### src/uccf_pkg.sv
// Package: constants, result type and set-membership functions for the character class block.
package uccf_pkg;

    localparam int CP_W    = 21;
    localparam int RADIX_W = 6;
    localparam int CFG_IDX_W = 2;

    typedef logic [CP_W-1:0] cp_t;

    typedef enum logic [CFG_IDX_W-1:0] {
        CFG_RADIX   = 2'd0,
        CFG_STD     = 2'd1,
        CFG_VISIBLE = 2'd2,
        CFG_UNUSED  = 2'd3
    } cfg_idx_t;

    localparam logic [RADIX_W-1:0] RADIX_RESET = 6'd10;

    typedef struct packed {
        logic lower_ascii;
        logic upper_ascii;
        logic greek;
        logic greek_lc;
        logic greek_uc;
        logic ext_range;
        logic ext_letter;
        logic ext_lc;
        logic ext_uc;
        logic ipa;
        logic whitespace;
        logic digit;
    } flags_t;

    function automatic logic in_greek_lower(input cp_t cp);
        logic hit;
        case (cp) inside
            21'h0371, 21'h0373, 21'h0377, 21'h037B, 21'h037C, 21'h037D, 21'h0390,
            [21'h03AC:21'h03CE],
            21'h03D9, 21'h03DB, 21'h03DD, 21'h03DF, 21'h03E1, 21'h03E3, 21'h03E5,
            21'h03E7, 21'h03E9, 21'h03EB, 21'h03ED, 21'h03EF: hit = 1'b1;
            default: hit = 1'b0;
        endcase
        return hit;
    endfunction

    function automatic logic in_greek_upper(input cp_t cp);
        logic hit;
        case (cp) inside
            21'h0370, 21'h0372, 21'h0376, 21'h037F, 21'h0386, 21'h0388, 21'h0389,
            21'h038A, 21'h038C, 21'h038E, 21'h038F,
            [21'h0391:21'h03AB],
            21'h03CF, 21'h03D8, 21'h03DA, 21'h03DC, 21'h03DE, 21'h03E0, 21'h03E2,
            21'h03E4, 21'h03E6, 21'h03E8, 21'h03EA, 21'h03EC, 21'h03EE, 21'h03F7,
            21'h03F9, 21'h03FA, 21'h03FD, 21'h03FE, 21'h03FF: hit = 1'b1;
            default: hit = 1'b0;
        endcase
        return hit;
    endfunction

    function automatic logic in_ipa_extra(input cp_t cp);
        logic hit;
        case (cp) inside
            21'h0020, 21'h0028, 21'h0029, 21'h002F, 21'h003C, 21'h003D, 21'h005F,
            21'h007B, 21'h007C, 21'h007D, 21'h00E6, 21'h00F0, 21'h00F8, 21'h0127,
            21'h014B, 21'h0153, 21'h01C0, 21'h01C1, 21'h01C2, 21'h01C3, 21'h0221,
            21'h0234, 21'h0235, 21'h0236, 21'h03B2, 21'h03B8, 21'h03C7, 21'h0593,
            21'h0594, 21'h0595, 21'h0599, 21'h0600: hit = 1'b1;
            default: hit = 1'b0;
        endcase
        return hit;
    endfunction

    function automatic logic in_ext_lower(input cp_t cp);
        logic hit;
        case (cp) inside
            [21'h00E0:21'h00F6], [21'h00F8:21'h00FF],
            21'h0101, 21'h0103, 21'h0105, 21'h0107, 21'h0109, 21'h010B, 21'h010D,
            21'h010F, 21'h0111, 21'h0113, 21'h0115, 21'h0117, 21'h0119, 21'h011B,
            21'h011D, 21'h011F, 21'h0121, 21'h0123, 21'h0125, 21'h0127, 21'h0129,
            21'h012B, 21'h012D, 21'h012F, 21'h0131, 21'h0133, 21'h0135, 21'h0137,
            21'h0138, 21'h013A, 21'h013C, 21'h013E, 21'h0140, 21'h0142, 21'h0144,
            21'h0146, 21'h0148, 21'h0149, 21'h014B, 21'h014D, 21'h014F, 21'h0151,
            21'h0153, 21'h0155, 21'h0157, 21'h0159, 21'h015B, 21'h015D, 21'h015F,
            21'h0161, 21'h0163, 21'h0165, 21'h0167, 21'h0169, 21'h016B, 21'h016D,
            21'h016F, 21'h0171, 21'h0173, 21'h0175, 21'h0177, 21'h017A, 21'h017C,
            21'h017E, 21'h017F, 21'h0180, 21'h0183, 21'h0185, 21'h0188, 21'h018C,
            21'h018D, 21'h0192, 21'h0195, 21'h0199, 21'h019A, 21'h019B, 21'h019E,
            21'h01A1, 21'h01A3, 21'h01A5, 21'h01A8, 21'h01AB, 21'h01AD, 21'h01B0,
            21'h01B4, 21'h01B6, 21'h01B9, 21'h01BA, 21'h01BD, 21'h01C6, 21'h01C9,
            21'h01CC, 21'h01CE, 21'h01D0, 21'h01D2, 21'h01D4, 21'h01D6, 21'h01D8,
            21'h01DA, 21'h01DC, 21'h01DD, 21'h01DF, 21'h01E1, 21'h01E3, 21'h01E5,
            21'h01E7, 21'h01E9, 21'h01EB, 21'h01ED, 21'h01EF, 21'h01F3, 21'h01F5,
            21'h01F7, 21'h01F9, 21'h01FB, 21'h01FD, 21'h01FF, 21'h0201, 21'h0203,
            21'h0205, 21'h0207, 21'h0209, 21'h020B, 21'h020D, 21'h020F, 21'h0211,
            21'h0213, 21'h0215, 21'h0217, 21'h0219, 21'h021B, 21'h021D, 21'h021F,
            21'h0221, 21'h0223, 21'h0225, 21'h0227, 21'h0229, 21'h022B, 21'h022D,
            21'h022F, 21'h0231, 21'h0233, 21'h0234, 21'h0235, 21'h0236, 21'h0237,
            21'h0238, 21'h0239, 21'h023C, 21'h023F, 21'h0240, 21'h0242, 21'h0247,
            21'h0249, 21'h024B, 21'h024D, 21'h024F: hit = 1'b1;
            default: hit = 1'b0;
        endcase
        return hit;
    endfunction

    // Plain and line-break whitespace together.
    function automatic logic in_ws(input cp_t cp);
        logic hit;
        case (cp) inside
            21'h0009, 21'h0020, 21'h00A0, 21'h1680, [21'h2000:21'h200D], 21'h202F,
            21'h205F, 21'h3000, 21'h180E, 21'h2060, 21'hFEFF,
            [21'h000A:21'h000D], 21'h0085, 21'h2028, 21'h2029: hit = 1'b1;
            default: hit = 1'b0;
        endcase
        return hit;
    endfunction

    function automatic logic in_ws_visible(input cp_t cp);
        logic hit;
        case (cp) inside
            21'h00B7, 21'h237D, 21'h2420, 21'h2422, 21'h2423, 21'h2800: hit = 1'b1;
            default: hit = 1'b0;
        endcase
        return hit;
    endfunction

    function automatic logic in_duodec(input cp_t cp);
        logic hit;
        case (cp) inside
            21'h0041, 21'h0042, 21'h0045, 21'h0054, 21'h0058, 21'h2130, 21'h218A,
            21'h218B, 21'h1D4B3: hit = 1'b1;
            default: hit = 1'b0;
        endcase
        return hit;
    endfunction

endpackage

### src/unicode_char_class_flags_top.sv
// Top level: registered Unicode character classifier with configuration port.

// Each accepted code point is classified into twelve flags and delivered through
// two registers: first the input register, then the result register.
// A new code point is taken every cycle; s_ready drops only while both registers
// are full and the downstream side does not take the result. The radix and
// the two include options are written through the cfg port, which always
// accepts (cfg_ready is held high); index 3 is ignored. Write them only while
// no transfer is in flight. Reset values: radix 10, include_standard 1,
// include_visible 0.
module unicode_char_class_flags_top
    import uccf_pkg::*;
(
    input  logic                 aclk,
    input  logic                 aresetn,
    input  logic                 s_valid,
    output logic                 s_ready,
    input  logic [CP_W-1:0]      s_code_point,
    output logic                 m_valid,
    input  logic                 m_ready,
    output logic                 m_is_latin_lower,
    output logic                 m_is_latin_upper,
    output logic                 m_is_greek,
    output logic                 m_is_greek_lower,
    output logic                 m_is_greek_upper,
    output logic                 m_is_latin_ext,
    output logic                 m_is_latin_ext_letter,
    output logic                 m_is_latin_ext_lower,
    output logic                 m_is_latin_ext_upper,
    output logic                 m_is_ipa,
    output logic                 m_is_whitespace,
    output logic                 m_is_digit,
    input  logic                 cfg_valid,
    output logic                 cfg_ready,
    input  logic [CFG_IDX_W-1:0] cfg_index,
    input  logic [RADIX_W-1:0]   cfg_data
);

    logic [RADIX_W-1:0] radix_reg;
    logic               std_reg;
    logic               visible_reg;

    logic               in_valid_reg, in_valid_next;
    cp_t                cp_reg;
    logic               out_valid_reg, out_valid_next;
    flags_t             flags_reg, flags_next;
    logic               advance;

    assign cfg_ready = 1'b1;

    always_ff @(posedge aclk) begin
        if (!aresetn) begin
            radix_reg   <= RADIX_RESET;
            std_reg     <= 1'b1;
            visible_reg <= 1'b0;
        end else if (cfg_valid) begin
            unique case (cfg_idx_t'(cfg_index))
                CFG_RADIX:   radix_reg   <= cfg_data;
                CFG_STD:     std_reg     <= cfg_data[0];
                CFG_VISIBLE: visible_reg <= cfg_data[0];
                default: ;
            endcase
        end
    end

    // The result register frees up when it is empty or being taken.
    assign advance = !out_valid_reg || m_ready;
    assign s_ready = !in_valid_reg || advance;

    always_comb begin
        in_valid_next  = s_ready ? s_valid : in_valid_reg;
        out_valid_next = advance ? in_valid_reg : out_valid_reg;
    end

    always_ff @(posedge aclk) begin
        if (!aresetn) begin
            in_valid_reg  <= 1'b0;
            out_valid_reg <= 1'b0;
        end else begin
            in_valid_reg  <= in_valid_next;
            out_valid_reg <= out_valid_next;
        end
    end

    always_ff @(posedge aclk) begin
        if (s_valid && s_ready) begin
            cp_reg <= s_code_point;
        end
        if (advance && in_valid_reg) begin
            flags_reg <= flags_next;
        end
    end

    // Classification of the registered code point.
    logic               lo, uc, gr, ext, ext_let, ext_tab, dec;
    cp_t                up;
    cp_t                radix_ext;

    always_comb begin
        lo      = (cp_reg >= 21'h61) && (cp_reg <= 21'h7A);
        uc      = (cp_reg >= 21'h41) && (cp_reg <= 21'h5A);
        gr      = (cp_reg >= 21'h370) && (cp_reg <= 21'h3FF);
        ext     = (cp_reg >= 21'hC0) && (cp_reg <= 21'h24F);
        ext_let = ext && (cp_reg != 21'hD7) && (cp_reg != 21'hF7);
        ext_tab = ext_let && in_ext_lower(cp_reg);
        dec     = (cp_reg >= 21'h30) && (cp_reg <= 21'h39);
        up      = lo ? (cp_reg - 21'h20) : cp_reg;
        radix_ext = {{(CP_W-RADIX_W){1'b0}}, radix_reg};

        flags_next.lower_ascii = lo;
        flags_next.upper_ascii = uc;
        flags_next.greek       = gr;
        flags_next.greek_lc    = gr && in_greek_lower(cp_reg);
        flags_next.greek_uc    = gr && in_greek_upper(cp_reg);
        flags_next.ext_range   = ext;
        flags_next.ext_letter  = ext_let;
        flags_next.ext_lc      = (std_reg && lo) || ext_tab;
        flags_next.ext_uc      = (std_reg && uc) || (ext_let && !ext_tab);
        flags_next.ipa = lo
            || ((cp_reg >= 21'h250) && (cp_reg <= 21'h36F))
            || ((cp_reg >= 21'h1D00) && (cp_reg <= 21'h1DBF))
            || ((cp_reg >= 21'h2070) && (cp_reg <= 21'h209F))
            || ((cp_reg >= 21'hA700) && (cp_reg <= 21'hA71F))
            || in_ipa_extra(cp_reg);
        flags_next.whitespace = in_ws(cp_reg) || (visible_reg && in_ws_visible(cp_reg));

        // Radix 2 to 10 takes leading decimal digits; 12 adds the duodecimal letters
        // and symbols; 11 and 13 to 35 extend with folded ASCII letters; others match none.
        if ((radix_reg >= 6'd2) && (radix_reg <= 6'd10)) begin
            flags_next.digit = (cp_reg >= 21'h30) && (cp_reg <= 21'h2F + radix_ext);
        end else if (radix_reg == 6'd12) begin
            flags_next.digit = dec || in_duodec(up);
        end else if ((radix_reg >= 6'd11) && (radix_reg <= 6'd35)) begin
            flags_next.digit = dec || ((up >= 21'h41) && (up <= 21'h36 + radix_ext));
        end else begin
            flags_next.digit = 1'b0;
        end
    end

    assign m_valid               = out_valid_reg;
    assign m_is_latin_lower      = flags_reg.lower_ascii;
    assign m_is_latin_upper      = flags_reg.upper_ascii;
    assign m_is_greek            = flags_reg.greek;
    assign m_is_greek_lower      = flags_reg.greek_lc;
    assign m_is_greek_upper      = flags_reg.greek_uc;
    assign m_is_latin_ext        = flags_reg.ext_range;
    assign m_is_latin_ext_letter = flags_reg.ext_letter;
    assign m_is_latin_ext_lower  = flags_reg.ext_lc;
    assign m_is_latin_ext_upper  = flags_reg.ext_uc;
    assign m_is_ipa              = flags_reg.ipa;
    assign m_is_whitespace       = flags_reg.whitespace;
    assign m_is_digit            = flags_reg.digit;

endmodule
### config.mk
export PLATFORM = sky130hd
export DESIGN_NAME = unicode_char_class_flags_top
export DESIGN_NICKNAME = d
export VERILOG_FILES = /design/src/uccf_pkg.sv /design/src/unicode_char_class_flags_top.sv
export SDC_FILE = /design/constraint.sdc
export NUM_CORES = 1
export LEC_CHECK = 0
export ABC_AREA = 1
export BUFFER_PORTS_ARGS = -buffer_cell sky130_fd_sc_hd__clkbuf_2
export CORE_ASPECT_RATIO = 1.5
export CORE_MARGIN = 5
export CORE_UTILIZATION = 30
export DETAILED_ROUTE_END_ITERATION = 8
export PLACE_DENSITY = 0.48
export SKIP_CTS_REPAIR_TIMING = 1
export SLEW_MARGIN = 20
export SYNTH_ARGS = -nofsm -noshare
export SYNTH_HDL_FRONTEND = slang
export SYNTH_SLANG_ARGS = --single-unit
### constraint.sdc
create_clock -name aclk -period 3.3 [get_ports aclk]
set_clock_uncertainty 0.05 [all_clocks]
set_input_delay 0.165 -clock aclk [delete_from_list [all_inputs] [get_ports aclk]]
set_output_delay 0.165 -clock aclk [all_outputs]
set_load 0.005 [all_outputs]
==> flow_summary.toml, run 1 <==
[outcome]
status = "finished, final reports clean"

[cells_and_area]
final_cell_mix = "nand2_1, nor2_1, inv_1"
drive_gt1_share_pct = 17.1
largest_reg_flops = 21
final_util_pct = 37.5
nets = 937
final_common_cell = "nand2_1"
diodes = 0
multiInputGateArea_um2 = 3200
syn2layout_area_growth_pct = 24.1
seqCellArea_um2 = 1190
n_fill_cell = 1788
postLayoutCellArea_um2 = 6050

[floorplan]
rows = 57
io_pins = 49
die_h_um = 166
start_util_pct = 30.3
core-area_um2 = 16100
dieArea_um2 = 19000
die_w_um = 114

[grt]
grt_max_degree = 22
antenna_found_initial = 0
grt_usage_pct = 24.4
overflow = 0
grt_pass1_wl_um = 35300
grt_pass1_vias = 6074

[power_and_ir_drop]
pwr-share-seq_pct = 40.9
internal_power_uw = 1040
swShare_pct = 34.2
leakage_uw = 0.00272
p_sw_uw = 542
p_comb_share_pct = 26.4
p_per_area_nw_per_um2 = 262
clkPwrFrac_pct = 32.7
ir_worst_vdd_uv = 258

[synthesis]
synth-compound-area-share_pct = 18.0
yosysUniqueCellTypes = 48
synthTopCellsByArea = "edfxtp_1, nand2_1, nor2_1"
synth_area_leader_cell = "edfxtp_1"
syn_inst = 763
syn_area_per_cell_um2 = 6.39
synth-xor-area-share_pct = 1.62
ys_ff_latch = 43
syn-cell-area_um2 = 4880
synth_top_family_by_area = "simple AND/OR/NAND/NOR gates"
yosys.area.top_type_share_pct = 20.3
syn-num-nets = 823
ys_warn_count = 0
yosysSeqAreaShare_pct = 24.4
muxShareOfSynthArea_pct = 0
synthSimpleGateAreaFrac_pct = 39.2
synth_adder_area_share_pct = 6.67

[clock_tree]
clk_path_buf_depth = 2
clock_latency_ns = 0.29
cts_max_level = 2
cts.sinks = 43
cts_root_buf = "clkbuf_16"
cts_tree = "built"
cts_buffers = 5
clk_pin_slew_worst_paths_ns = 0.07

[placed_design]
port_buffers = 47
dp_hpwl_um = 18800
dpl_cell_area_um2 = 5680
gp_congestion = 1.05

[sta]
tns_ns = 0
maxSlewHeadroom_pct = 43.1
setup_viol = 0
worstMarginPinSlew_ns = 0.853
max_freq_mhz = 324
hold_viol = 0
rsz0062_at_grt = "no"
period_needed_ns = 3.09
slew_violations = 0
fin_crit_sh_pct = 93.6

[detailed_routing]
drt-pass1-iter-count = 5
drt_iter0_drc = 489
avgRoutedWirePerCell_um = 21.6
drc = 0
route.antenna.remaining_nets = 0
routed_wl_um = 23400
num_vias = 6029
viasPerCell = 5.56

[worst_setup_path]
crit_path_end_kind = "flip-flop"
r2r_slack_ns = 0.21
required_ns = 3.42
worstPathArrival_ns = 3.21
crit_type = "reg2reg"
start_kind = "flip-flop"
crit_fanout = 9

[min_path]
hold_path_class = "in2reg"

[job]
drv_cap = 0
path summary, 6_finish.rpt:
| kind | from | end | cells after the start |
|---|---|---|---|
| min reg2reg | in_valid_reg | m_valid | 2 |
| max reg2reg | cp_reg[3] | m_is_digit | 21 |
| min | cfg_data[3] | radix_reg[3] | 3 |
| max | cp_reg[3] | m_is_digit | 21 |
routing by layer:
| metal | share of wire (%) | wire (um) | track usage (%) | vias up |
|---|---|---|---|---|
| li1 | - | - | - | 2828 |
| met1 | 37 | 8540 | 27.0 | 2811 |
| met2 | 49 | 11500 | 41.4 | 289 |
| met3 | 5.7 | 1320 | 3.50 | 101 |
| met4 | 8.5 | 2000 | 18.2 | 0 |
| met5 | 0 | 0 | 0 | - |
layout make-up:
| class | instances | share of cell area [%] |
|---|---|---|
| multi-input cells | 595 | 52.9 |
| repair buffers | 119 | 13.6 |
| clock inverters | 3 | 0.393 |
| inverters | 113 | 7.03 |
| flip-flops and latches | 43 | 19.7 |
| clock buffers | 5 | 2.07 |
| well taps | 206 | 4.26 |
per-stage QoR:
stage | hold slack [ns] | std cells | total power, uW | setup slack (ns)
6_report | 0.0328 | 1084 | 1580 | 0.210
4_1_cts | -0.0143 | 1062 | 1570 | 0.222
2_1_floorplan | 0.200 | 763 | 880 | 0.621
5_1_grt | 0.0453 | 1084 | 1670 | 0.00503
3_3_place_gp | 0.292 | 1054 | 1050 | 0.241
3_5_place_dp | 0.294 | 1054 | 1050 | 0.247
power by group through the flow:
stage	clock network, uW	registers, uW	logic, uW
2_1_floorplan	0	644	237
3_3_place_gp	0	660	395
3_5_place_dp	0	659	386
4_1_cts	532	647	388
5_1_grt	563	651	457
6_report	518	648	419
worst max-delay path, cell delays in order, from the launching register on:
cell      delay [ns]
edfxtp_1        0.63
inv_2           0.08
nor2_2          0.26
nand2_1         0.14
nor2_1          0.23
nand2_2         0.10
nand2_4         0.15
nand2_4         0.07
nand2_1         0.07
nand2_2         0.05
ha_1            0.32
a31oi_1         0.17
nand3_1         0.09
nor2_1          0.09
nand2_1         0.06
nand2_1         0.07
nand2_1         0.05
nand2_1         0.05
nand2_1         0.04
nand2_1         0.08
nand2_1         0.05
nand2_1         0.07
cell usage after synthesis (all sizes together):
library cell and number:
a2111oi 2, a211o 1, a211oi 3, a21oi 35, a221o 1, a221oi 2, a22oi 4, a31oi 5
a32oi 1, a41oi 2, buf 7, clkbuf 5, clkinv 1, conb 1, dfxtp 10, edfxtp 33
ha 26, inv 112, nand2 172, nand3 54, nand3b 2, nand4 22, nor2 125, nor3 28
nor3b 3, nor4 10, o2111a 1, o2111ai 6, o211a 1, o211ai 8, o21a 1, o21ai 53
o221ai 2, o22ai 3, o311ai 3, o31ai 6, o41ai 3, xnor2 3, xor2 6
cells by family (layout without fill, tap and decap cells):
| logic type | count (synthesis) | in the layout |
|---|---|---|
| buf+inv | 125 | 240 |
| compound gates | 143 | 143 |
| flops | 43 | 43 |
| other cells | 1 | 1 |
| simple gates | 416 | 416 |
| xor+xnor | 9 | 9 |
| fa+ha+maj | 26 | 26 |
Note: power is estimated with default switching activity, not from simulation.
==> run 2: changes to the inputs <==
ABC_AREA = 0   (was 1)
==> flow_summary.toml, run 2 <==
[outcome]
status = "complete, but fails checks"
failed_checks = "setup timing"

[cells_and_area]
drive_gt1_share_pct = 22.7
final_common_cell = "buf_4"
diodes = 0
postLayoutCellArea_um2 = 5950
n_fill_cell = 1732
final_util_pct = 37.9
nets = 758
syn2layout_area_growth_pct = 23.7
final_cell_mix = "buf_4, nand2_1, clkbuf_2"
largest_reg_flops = 21

[grt]
grt_usage_pct = 23.4
grt_pass1_vias = 5558
antenna_found_initial = 0
grt_max_degree = 43
overflow = 0
grt_pass1_wl_um = 33300

[synthesis]
syn_inst = 610
synth_edf_count = 33
ys_warn_count = 0
yosysSeqAreaShare_pct = 24.8
syn-num-nets = 670
synthTopCellsByArea = "edfxtp_1, ha_1, a21oi_1"
synth_ff_type = "edfxtp_1"
syn-cell-area_um2 = 4810
synth_common_cells = "nand2_1, a21oi_1, o21ai_0, nor2_1, edfxtp_1"
ys_ff_latch = 43
yosys.area.top_type_share_pct = 20.6
async_reset_ff_share_pct = 0
syn_area_per_cell_um2 = 7.88
yosysUniqueCellTypes = 87
yosysMostFrequentCell = "nand2_1"
synth_area_leader_cell = "edfxtp_1"

[sta]
hold_viol = 0
max_freq_mhz = 299
slew_violations = 0
setup_ws_ns = -0.0450
maxSlewHeadroom_pct = 42.5
rsz0062_at_grt = "yes"
worstMarginPinSlew_ns = 0.862
fin_crit_sh_pct = 101
setup_viol = 1
period_needed_ns = 3.34
holdWs_ns = 0.00136
tns_ns = -0.0450

[placed_design]
port_buffers = 47
dpl_cell_area_um2 = 5630
gp_congestion = 1.00
dp_hpwl_um = 17200
dp_slack_ns = -0.0357

[worst_setup_path]
crit_type = "reg2reg"
cpMaxStageDelayCell = "a211oi_1"
critPathMaxStageDelay_ns = 0.49
crit_path_end_kind = "flip-flop"
cp_top_family = "compound AO/OA/AOI/OAI gates"
crit_fanout = 30
start_kind = "flip-flop"
path_buf_inv = 3
required_ns = 3.41
worstPathArrival_ns = 3.46
path_cells = "buf_4 > inv_1 > mux2_2 > a32o_1 > a211oi_1 > nand4_1 > a211oi_1 > buf_4 > a22o_1"

[detailed_routing]
num_vias = 5496
drt_iter0_drc = 512
drt-pass1-iter-count = 5
routed_wl_um = 21800
route.antenna.remaining_nets = 0
viasPerCell = 6.09
avgRoutedWirePerCell_um = 24.2
drc = 0

[floorplan]
dieArea_um2 = 18700
die_w_um = 113
rows = 56
core-area_um2 = 15700
io_pins = 49
die_h_um = 165
start_util_pct = 30.6

[power_and_ir_drop]
leakage_uw = 0.00218
ir_worst_vdd_uv = 217
p_per_area_nw_per_um2 = 290

[clock_tree]
clk_path_buf_depth = 2
cts_max_level = 2
cts.sinks = 43
cts_buffers = 5
cts_tree = "built"
clk_pin_slew_worst_paths_ns = 0.06
clock_latency_ns = 0.29
cts_root_buf = "clkbuf_16"

[job]
drv_cap = 0

[min_path]
hold_path_class = "in2reg"
-- run 2: cell count changes in the layout (fill, tap and decap cells not counted), moves of 9 or more --
cell	change
nor2b_1	+27
inv_2	-11
and2_1	+11
inv_1	-87
nand2b_1	+15
nand3_1	-30
nor2_1	-75
nor2_2	-10
nand2_1	-111
buf_4	+29
dlygate4sd3_1	-11
o21ai_0	-16
a31oi_1	+9
-- run 2: worst reg2reg max path, cell delays in order (launching register included) --
cell      delay, ns
edfxtp_1       0.42
buf_4          0.27
inv_1          0.38
mux2_2         0.38
a32o_1         0.27
a211oi_1       0.41
nand4_1        0.23
a211oi_1       0.49
buf_4          0.19
a22o_1         0.13
-- run 2: cell type report --
cell class / instances / area, um^2 / area share, %
clock buffers: 6 / 139 / 2.34
clock inverters: 2 / 35.0 / 0.589
well taps: 203 / 254 / 4.27
flip-flops and latches: 43 / 1190 / 20.0
multi-input cells: 496 / 3340 / 56.1
repair buffers: 137 / 933 / 15.7
inverters: 15 / 56.3 / 0.947
-- run 2: final timing paths --
check                         from              endpoint  slack, ns  depth (start not counted)
hold reg to reg       in_valid_reg               m_valid       0.47                          1
hold / removal    s_code_point[17]            cp_reg[17]      0.001                          1
setup / recovery         cp_reg[5]  m_is_latin_ext_upper      -0.04                          9
setup reg to reg         cp_reg[5]  m_is_latin_ext_upper      -0.04                          9
-- run 2: routing by layer --
layer,vias up,wire [um],GRT usage (%)
met2,273,10700,40.5
li1,2518,-,-
met1,2605,8000,25.7
met3,100,1230,3.45
met5,-,0,0
met4,0,1850,17.1
-- run 2: cell families after synthesis --
family	synth area share [%]
simple gates	33.0
compound gates	25.5
buf+inv	6.38
flops	24.8
fa+ha+maj	6.77
xor+xnor	1.82
mux	1.69
other cells	0.0780
-- run 2: through the flow --
step           instances  total power [uW]
3_3_place_gp         882              1120
4_1_cts              890              1720
5_1_grt              902              1800
3_5_place_dp         882              1120
6_report             902              1720
2_1_floorplan        610               924
-- run 2: where the power goes --
group / switching, uW / internal [uW] / total [uW]
Sequential: 25.0 / 612 / 637
Clock: 212 / 377 / 589
Combinational: 311 / 186 / 496
Total: 548 / 1170 / 1720
